--- config.mk ---
export PLATFORM = sky130hd
export DESIGN_NAME = percent_escape_decoder_top
export DESIGN_NICKNAME = d
export VERILOG_FILES = /design/src/rtl/core/pedec_pkg.sv /design/src/rtl/core/pedec_front.sv /design/src/rtl/core/pedec_queue.sv /design/src/rtl/core/pedec_back.sv /design/src/rtl/core/percent_escape_decoder_top.sv
export SDC_FILE = /design/constraint.sdc
export NUM_CORES = 1
export LEC_CHECK = 0
export BUFFER_PORTS_ARGS = -buffer_cell sky130_fd_sc_hd__buf_2
export CAP_MARGIN = 10
export CELL_PAD_IN_SITES_DETAIL_PLACEMENT = 1
export CELL_PAD_IN_SITES_GLOBAL_PLACEMENT = 1
export CORE_MARGIN = 4
export CORE_UTILIZATION = 38
export CTS_CLUSTER_SIZE = 10
export DETAILED_ROUTE_END_ITERATION = 7
export PLACE_DENSITY_LB_ADDON = 0.05
export SETUP_SLACK_MARGIN = 0.2
export SLEW_MARGIN = 20
export SYNTH_ARGS = -nofsm -noshare
export SYNTH_HDL_FRONTEND = slang
export SYNTH_SLANG_ARGS = --single-unit
--- constraint.sdc ---
create_clock -name clk -period 5.55 [get_ports clk]
set_input_delay 0.555 -clock clk [delete_from_list [all_inputs] [get_ports clk]]
set_output_delay 0.555 -clock clk [all_outputs]
set_load 0.005 [all_outputs]
--- src/rtl/core/pedec_pkg.sv ---
// ----------------------------------------------------------------------------
// pedec_pkg
// shared types, constants and helper functions of the percent escape decoder
// ----------------------------------------------------------------------------
package pedec_pkg;

  localparam logic [7:0] CH_PLUS    = 8'h2B;
  localparam logic [7:0] CH_SPACE   = 8'h20;
  localparam logic [7:0] CH_PERCENT = 8'h25;

  localparam int QUEUE_DEPTH_DEF = 4;

  typedef enum logic [1:0] {
    PH_IDLE  = 2'd0,
    PH_PCT   = 2'd1,
    PH_DIGIT = 2'd2
  } phase_t;

  // decoded bytes released by one input item, oldest in b0
  typedef struct packed {
    logic [7:0] b0;
    logic [7:0] b1;
    logic [7:0] b2;
    logic [1:0] cnt;
    logic       last;
  } group_t;

  function automatic logic is_hex(input logic [7:0] c);
    is_hex = (c >= 8'h30 && c <= 8'h39) ||
             (c >= 8'h41 && c <= 8'h46) ||
             (c >= 8'h61 && c <= 8'h66);
  endfunction

  function automatic logic [3:0] hex_nibble(input logic [7:0] c);
    logic [7:0] v;
    v = 8'h00;
    if (c >= 8'h30 && c <= 8'h39) begin
      v = c - 8'h30;
    end else if (c >= 8'h41 && c <= 8'h46) begin
      v = c - 8'h37;
    end else if (c >= 8'h61 && c <= 8'h66) begin
      v = c - 8'h57;
    end
    hex_nibble = v[3:0];
  endfunction

endpackage

--- src/rtl/core/pedec_front.sv ---
// ----------------------------------------------------------------------------
// pedec_front
// classifies each input item and builds the group of bytes it releases
// ----------------------------------------------------------------------------
module pedec_front import pedec_pkg::*; (
  input  logic       clk,
  input  logic       rst,
  input  logic       accept,
  input  logic [7:0] in_byte,
  input  logic       in_last,
  output logic       grp_valid,
  output group_t     grp
);

  phase_t     phase, phase_next;
  logic [7:0] held_digit, held_digit_next;

  logic [7:0]      c;
  logic            c_hex;
  logic [2:0][7:0] bytes;
  logic [1:0]      n;
  logic            tail;

  always_comb begin
    c               = (in_byte == CH_PLUS) ? CH_SPACE : in_byte;
    c_hex           = is_hex(c);
    bytes           = '0;
    n               = 2'd0;
    tail            = 1'b0;
    phase_next      = PH_IDLE;
    held_digit_next = 8'h00;

    case (phase)
      PH_PCT: begin
        if (c_hex) begin
          phase_next      = PH_DIGIT;
          held_digit_next = c;
        end else begin
          bytes[n] = CH_PERCENT;
          n        = n + 2'd1;
          tail     = 1'b1;
        end
      end
      PH_DIGIT: begin
        if (c_hex) begin
          bytes[n] = {hex_nibble(held_digit), hex_nibble(c)};
          n        = n + 2'd1;
        end else begin
          bytes[n] = CH_PERCENT;
          n        = n + 2'd1;
          bytes[n] = held_digit;
          n        = n + 2'd1;
          tail     = 1'b1;
        end
      end
      default: begin
        tail = 1'b1;
      end
    endcase

    // byte handled with nothing held
    if (tail) begin
      if (c == CH_PERCENT) begin
        phase_next = PH_PCT;
      end else begin
        bytes[n] = c;
        n        = n + 2'd1;
      end
    end

    // end of text flush
    if (in_last) begin
      if (phase_next == PH_PCT) begin
        bytes[n] = CH_PERCENT;
        n        = n + 2'd1;
      end else if (phase_next == PH_DIGIT) begin
        bytes[n] = CH_PERCENT;
        n        = n + 2'd1;
        bytes[n] = held_digit_next;
        n        = n + 2'd1;
      end
      phase_next      = PH_IDLE;
      held_digit_next = 8'h00;
    end
  end

  assign grp_valid = accept && (n != 2'd0);
  assign grp.b0    = bytes[0];
  assign grp.b1    = bytes[1];
  assign grp.b2    = bytes[2];
  assign grp.cnt   = n;
  assign grp.last  = in_last;

  always_ff @(posedge clk) begin
    if (rst) begin
      phase      <= PH_IDLE;
      held_digit <= 8'h00;
    end else if (accept) begin
      phase      <= phase_next;
      held_digit <= held_digit_next;
    end
  end

endmodule

--- src/rtl/core/pedec_queue.sv ---
// ----------------------------------------------------------------------------
// pedec_queue
// short first-word-fall-through queue of byte groups between front and back
// ----------------------------------------------------------------------------
module pedec_queue import pedec_pkg::*; #(
  parameter int DEPTH = QUEUE_DEPTH_DEF
) (
  input  logic   clk,
  input  logic   rst,
  input  logic   wr,
  input  group_t wdata,
  input  logic   rd,
  output group_t rdata,
  output logic   full,
  output logic   nonempty
);

  localparam int PW = $clog2(DEPTH);
  localparam int CW = $clog2(DEPTH + 1);
  localparam logic [PW-1:0] LAST_PTR = PW'(DEPTH - 1);
  localparam logic [CW-1:0] FULL_CNT = CW'(DEPTH);

  group_t        mem [DEPTH];
  logic [PW-1:0] wptr, rptr;
  logic [CW-1:0] count;

  logic do_wr, do_rd;

  assign full     = (count == FULL_CNT);
  assign nonempty = (count != '0);
  assign do_wr    = wr && !full;
  assign do_rd    = rd && nonempty;
  assign rdata    = mem[rptr];

  always_ff @(posedge clk) begin
    if (do_wr) begin
      mem[wptr] <= wdata;
    end
  end

  always_ff @(posedge clk) begin
    if (rst) begin
      wptr  <= '0;
      rptr  <= '0;
      count <= '0;
    end else begin
      if (do_wr) begin
        wptr <= (wptr == LAST_PTR) ? '0 : wptr + PW'(1);
      end
      if (do_rd) begin
        rptr <= (rptr == LAST_PTR) ? '0 : rptr + PW'(1);
      end
      if (do_wr && !do_rd) begin
        count <= count + CW'(1);
      end else if (do_rd && !do_wr) begin
        count <= count - CW'(1);
      end
    end
  end

endmodule

--- src/rtl/core/pedec_back.sv ---
// ----------------------------------------------------------------------------
// pedec_back
// takes byte groups from the queue, hands out one item per cycle while popped
// ----------------------------------------------------------------------------
module pedec_back import pedec_pkg::*; (
  input  logic       clk,
  input  logic       rst,
  input  logic       q_nonempty,
  input  group_t     q_data,
  output logic       q_rd,
  input  logic       pop,
  output logic       empty,
  output logic [7:0] out_byte,
  output logic       out_last
);

  group_t     cur;
  logic       cur_valid;
  logic [1:0] idx;
  logic       ovalid;

  logic       out_ready;
  logic       cur_end;
  logic       cur_done;
  logic [7:0] cur_byte;

  assign out_ready = !ovalid || pop;
  assign cur_end   = (idx == (cur.cnt - 2'd1));
  assign cur_done  = cur_valid && out_ready && cur_end;
  assign q_rd      = q_nonempty && (!cur_valid || cur_done);
  assign empty     = !ovalid;

  always_comb begin
    case (idx)
      2'd0:    cur_byte = cur.b0;
      2'd1:    cur_byte = cur.b1;
      default: cur_byte = cur.b2;
    endcase
  end

  always_ff @(posedge clk) begin
    if (q_rd) begin
      cur <= q_data;
    end
    if (cur_valid && out_ready) begin
      out_byte <= cur_byte;
      out_last <= cur.last && cur_end;
    end
  end

  always_ff @(posedge clk) begin
    if (rst) begin
      cur_valid <= 1'b0;
      idx       <= 2'd0;
      ovalid    <= 1'b0;
    end else begin
      if (out_ready) begin
        ovalid <= cur_valid;
      end
      if (q_rd) begin
        cur_valid <= 1'b1;
        idx       <= 2'd0;
      end else if (cur_done) begin
        cur_valid <= 1'b0;
        idx       <= 2'd0;
      end else if (cur_valid && out_ready) begin
        idx <= idx + 2'd1;
      end
    end
  end

endmodule

--- src/rtl/core/percent_escape_decoder_top.sv ---
// ----------------------------------------------------------------------------
// percent_escape_decoder_top
// streaming form-urlencoded decoder: plus to space, percent escapes to bytes
// ----------------------------------------------------------------------------
// path: an accepted item's group passes the queue and the back end's current
//   group to the registered result ports; held bytes appear with the item
//   that frees them. throughput: one item per cycle unless full; results leave
//   one per cycle while popped, and a two or three byte group holds the back end
// reset: synchronous, clears escape phase, held digit, queue and output stage
module percent_escape_decoder_top import pedec_pkg::*; #(
  parameter int QUEUE_DEPTH = QUEUE_DEPTH_DEF
) (
  input  logic       clk,
  input  logic       rst,
  input  logic       push,
  output logic       full,
  input  logic [7:0] in_byte,
  input  logic       in_last,
  output logic       empty,
  input  logic       pop,
  output logic [7:0] out_byte,
  output logic       out_last
);

  logic   accept;
  logic   grp_valid;
  group_t grp;
  group_t q_data;
  logic   q_rd;
  logic   q_nonempty;

  assign accept = push && !full;

  pedec_front u_front (
    .clk       (clk),
    .rst       (rst),
    .accept    (accept),
    .in_byte   (in_byte),
    .in_last   (in_last),
    .grp_valid (grp_valid),
    .grp       (grp)
  );

  pedec_queue #(
    .DEPTH (QUEUE_DEPTH)
  ) u_queue (
    .clk      (clk),
    .rst      (rst),
    .wr       (grp_valid),
    .wdata    (grp),
    .rd       (q_rd),
    .rdata    (q_data),
    .full     (full),
    .nonempty (q_nonempty)
  );

  pedec_back u_back (
    .clk        (clk),
    .rst        (rst),
    .q_nonempty (q_nonempty),
    .q_data     (q_data),
    .q_rd       (q_rd),
    .pop        (pop),
    .empty      (empty),
    .out_byte   (out_byte),
    .out_last   (out_last)
  );

endmodule
# Yosys cells after proc, flatten, opt, wreduce, memory -nomap -nowiden
# Memory sizes are Yosys's and may differ from the RTL's. A register that Yosys moved wholly into a read port is not among the register bits.
# Index checks and enable logic that the tools add are counted.
[word_totals]
memories = 1
register_bits = 30
output_inout_bits = 11
word_cells = 145
inputBits = 13
ramBits = 108
[op_classes]
n_lt_le_gt_ge = 18
n_bitwise = 3
n_addsub = 15
eq_ne = 11
reduce_logical = 35
muxes = 52
[memory_table]
columns = ["memory", "depth", "word_bits", "rd", "rd_ports_with_merged_regs", "wr", "line_no", "source"]
rows = [
  ["u_queue.mem", 4, 27, 1, 1, 1, "pedec_queue.sv:23", "group_t mem [DEPTH];"],
]
[op_table]
columns = ["op", "n"]
rows = [
  ["24-bit two-way mux", 5],
  ["8-bit two-way mux", 10],
  ["24-bit bitwise mux", 2],
  ["8-bit demux with 2-bit select", 3],
  ["8-bit by 7-bit greater-or-equal comparator with 1-bit output, second input constant", 4],
  ["8-bit by 7-bit less-or-equal comparator with 1-bit output, second input constant", 4],
  ["8-bit case mux with 2 select lines", 2],
  ["2-bit two-way mux", 13],
  ["4-bit two-way mux", 6],
  ["1-bit logical AND", 19],
  ["8-bit by 6-bit == test with 1-bit output, second input constant", 2],
  ["8-bit by 6-bit greater-or-equal comparator with 1-bit output, second input constant", 2],
  ["8-bit by 6-bit less-or-equal comparator with 1-bit output, second input constant", 2],
  ["4-bit by 3-bit subtractor with 4-bit output, second input constant", 4],
  ["15-bit AND", 1],
  ["15-bit NOT", 1],
  ["2-bit by 1-bit adder with 2-bit output, second input constant", 6],
  ["2-bit by 3-bit < comparator with 1-bit output, second input constant", 3],
  ["9-bit OR", 1],
  ["2-bit == test, second input constant", 4],
  ["4-bit by 1-bit subtractor with 4-bit output, second input constant", 2],
  ["1-bit two-way mux", 7],
  ["2-bit by 1-bit == test with 1-bit output, second input constant", 3],
  ["2-bit by 1-bit greater-or-equal comparator with 1-bit output, second input constant", 3],
  ["other kinds (15)", 25],
]

# Longest topological paths before layout
[logic_depth]
depth_word = 23
mapped_depth = 24
ltp_nobuf = 22

# Hierarchy
# A second synthesis with hierarchy kept.
[hier_totals]
cells_unflattened = 504
area_unflattened_um2 = 7551.0
[modules_own_cells]
columns = ["mod", "area_each_um2", "cells_each", "n_inst", "seq_area_each_um2"]
rows = [
  ["pedec_queue", 4400.5, 191, 1, 3423.3],
  ["pedec_front", 1656.6, 218, 1, 200.2],
  ["pedec_back", 1480.2, 94, 1, 1161.1],
  ["percent_escape_decoder_top", 13.8, 1, 1, 0.0],
]

# Worst setup path before layout
# OpenSTA, ideal clock, no wires.
[synth_path]
kind = "input port to flip-flop"
from = "in in_byte[1]"
to = "mem u_queue.mem[3][0] (netlist name), enable pin"
path_buffers = 2
path_slack_ns = 0.289
arrival_time_ns = 4.850
stages = 17
path_cell_list = "buf_2 > inv_1 > ha_1 > o311a_1 > a21oi_2 > buf_2 > nand2_1 > and2_1 > ha_1 > mux2i_1 > or2_2 > ha_1 > nor2_1 > a32o_1 > nor3_4 > o21bai_4 > nor2_1"
[synth_rtl]
columns = ["item", "line_no", "source"]
rows = [
  ["from (decl)", "percent_escape_decoder_top.sv:17", "input logic [7:0] in_byte,"],
  ["to (decl)", "pedec_queue.sv:23", ""],
]

==> results.tsv <==
stage	metric	value	unit
run_status	status	finished clean	
worst_setup_path	reg2reg_depth	19	
yosys	synth_seq_cells	165	
yosys	yosys_warnings	0	
yosys	synth-main-ff-cell	edfxtp_1	
worst_setup_path	r2r_start	u_front.phase[0]$_SDFFE_PP0P_	
min_path	hp-class	in -> reg	
yosys	syn_area	7440	sq um
drt	drc	0	
grt	grt_pass1_vias	4611	
yosys	yosysSeqAreaShare	63.8	%
final_layout	layout_common_cells	edfxtp_1, nand2_1, nor2_1	
yosys	netlist_top_cells_area	edfxtp_1, mux4_2, dfxtp_1	
drt	via_count	4295	
power_and_ir_drop	cell_internal_pwr	2700	uW
yosys	synth-edff-count	144	
drt	routed_wl	17.1	mm
floorplanning	core	19000	sq um
final_layout	area_delta_synth_final	13.9	%
sta	setup_tns	0	ns
yosys	synth_area_per_cell	14.6	sq um
final_layout	stdcell_count	814	
power_and_ir_drop	combPwrFrac	19.9	%
worst_setup_path	rrSetupSlack	1.35	ns
cts	tritoncts	yes	
power_and_ir_drop	seq_power_share	47.7	%
final_layout	drive_gt1_share	20.8	%
worst_setup_path	cp-end-kind	flip-flop	
yosys	synth_area_leader_cell	edfxtp_1	
sta	fin_skew	0.0165	ns
final_layout	nNetsFinal	580	
yosys	synth-simple-area-share	9.69	%
drt	drtIter0Drc	232	
worst_setup_path	arrival	5.10	ns
place	gp_congestion	0.908	
sta	fmax	211	MHz
floorplanning	dieArea	21900	sq um
grt	grt_antenna_before_repair	0	
floorplanning	die_w	148	microns
final_layout	antennaDiodeCount	0	
grt	grtUsageTotal	16.3	%
yosys	synth_top_family_by_area	simple AND/OR/NAND/NOR gates	
yosys	synth_xor_area_share	0.824	%
place	port_buffers	23	
yosys	async_flop_share	0	%
power_and_ir_drop	leakage	0.00298	uW
drt	ant_nets	0	
grt	overflow	0	
grt	grt_pass1_wl	26.8	mm
place	dpl.cell_count	782	
job	drv_cap	0	
cts	cts_sinks	165	
cts	numCtsBuffers	17	
cts	cts_hold_buf	0	
place	place_hpwl	11.7	mm
power_and_ir_drop	swShare	27.2	%
drt	first_pass_iters	4	
sta	setup_viol	0	
sta	relSlewSlack	44.5	%
floorplanning	floorplan.initialDensity	39.2	%
power_and_ir_drop	power_switching	1010	uW
yosys	synth_compound_area_share	9.37	%
drt	vias_per_cell	5.28	
power_and_ir_drop	p_per_area	438	nW/um^2
cts	worst_skew_pair.late_latency	0.42	ns
worst_setup_path	cp-start-kind	input port	
worst_setup_path	r2r-end	u_queue.count[2]$_SDFFE_PP0P_	
yosys	muxShareOfSynthArea	9.19	%
yosys	synth_cell_type_count	72	
power_and_ir_drop	vdd_drop_max	0.204	mV
yosys	synth_cells	511	
power_and_ir_drop	pwr-share-clk	32.5	%
cts	ctsResizeCount	0	
cts	h-tree-depth	4	
yosys	synth_nets	550	
floorplanning	die_height	148	microns
grt	grt_max_degree	31	
worst_setup_path	path_max_fanout	11	
cts	post_cts_buffers	0	
final_layout	final_common_cell	edfxtp_1	
sta	hold_violations	0	
yosys	synth_top_area_share	58.2	%
cts	root_buffer	clkbuf_16	
sta	rsz0062_at_grt	false	
cts	clk_pin_slew	0.07	ns
min_path	whs_path_depth	3	
floorplanning	boundaryPins	24	
floorplanning	rows	50	
worst_setup_path	crit_type	in -> reg	
drt	wire_per_inst	21.0	microns
sta	worst_pin_slew	0.833	ns
sta	fin_crit	4.75	ns
sta	period_share	85.5	%
worst_setup_path	required	5.91	ns
cts	clk_path_buf_depth	2	
yosys	synthAdderAreaFrac	4.48	%
min_path	worstHoldStart	pop	
min_path	hold_end	u_back.ovalid$_SDFFE_PP0N_	
sta	finalMaxSlewViolations	0	
[power groups by stage]
stage                     Sequential (uW)  Combinational [uW]  Clock (uW)
final                                1770                 737        1200
after global routing                 1790                 824        1300
after CTS                            1770                 767        1230
after detailed placement             1800                 767           0
after global placement               1790                 745           0
after floorplan                      1750                 541           0
[worst max path at each step]
| stage | startpoint | slack, ns | to |
|---|---|---|---|
| 2_1_floorplan | in_byte[1] | 0.29 | u_queue.mem[3][0]$_DFFE_PP_ |
| 3_3_place_gp | in_byte[1] | 0.49 | u_queue.count[2]$_SDFFE_PP0P_ |
| 3_5_place_dp | in_byte[1] | 0.37 | u_queue.count[2]$_SDFFE_PP0P_ |
| 4_1_cts | in_byte[1] | 0.81 | u_queue.count[2]$_SDFFE_PP0P_ |
| 5_1_grt | in_byte[1] | 0.45 | u_queue.count[2]$_SDFFE_PP0P_ |
| 6_report | in_byte[1] | 0.80 | u_queue.count[2]$_SDFFE_PP0P_ |
[flip-flops by register name, summed over array words and instances, names as in the netlist, 2 cells and up]
register / flops
u_queue.rptr: 2
u_back.cur: 27
u_queue.count: 3
u_front.phase: 2
u_back.out_byte: 8
u_queue.wptr: 2
u_front.held_digit: 8
u_back.idx: 2
u_queue.mem: 108
[critical path, cell delays in order]
cell      delay (ns)
buf_2           0.22
inv_1           0.07
ha_1            0.27
o311a_1         0.44
a21oi_2         0.23
nand2_1         0.14
and2_1          0.20
ha_1            0.33
mux2i_1         0.08
or2_2           0.34
ha_1            0.28
nor2_1          0.04
a32o_1          0.23
nor3_4          0.21
o21bai_4        0.14
inv_1           0.08
ha_1            0.17
inv_1           0.06
fa_1            0.37
xor2_1          0.18
or3_1           0.31
a21oi_1         0.13
[cell type report]
class	instances	area (sq um)
Sequential cell	165	4750
Clock inverter	15	178
Tap cell	260	325
Clock buffer	17	425
Fill cell	1919	10500
Multi-Input combinational cell	297	2500
Timing Repair Buffer	33	190
Inverter	27	101
[cell usage after synthesis (13+ instances only)]
library cell	count
a21oi_1	23
clkbuf_1	13
nand2_1	41
ha_1	25
inv_1	25
mux4_2	27
nor2_1	34
edfxtp_1	144
a22oi_1	13
dfxtp_1	21
[per-layer routing]
metal / GRT usage (%) / up-vias / part of all wire [%]
met5: 0 / - / 0
met3: 3.07 / 15 / 2.8
met4: 5.31 / 0 / 1.3
met1: 22.6 / 2197 / 48
met2: 26.2 / 66 / 48
li1: - / 2017 / -
[stage by stage]
step / util [%] / hold slack [ns] / instance area [sq um] / power (uW) / worst slack (ns)
2_1_floorplan: - / 0.448 / 7440 / 2290 / 0.289
3_3_place_gp: 41.5 / 0.464 / 7870 / 2530 / 0.486
3_5_place_dp: 41.5 / 0.471 / 7870 / 2560 / 0.368
4_1_cts: 44.7 / 0.402 / 8470 / 3770 / 0.812
5_1_grt: 44.7 / 0.429 / 8470 / 3910 / 0.454
6_report: 44.7 / 0.414 / 8470 / 3710 / 0.804
[logic make-up (layout without fill, tap and decap cells)]
| kind of cell | count (synthesis) | after routing |
|---|---|---|
| fa+ha+maj | 26 | 26 |
| mux | 34 | 34 |
| compound gates | 97 | 97 |
| xor+xnor | 7 | 7 |
| flops | 165 | 165 |
| buf+inv | 49 | 92 |
| simple gates | 133 | 133 |
(Power assumes the default switching activity.)
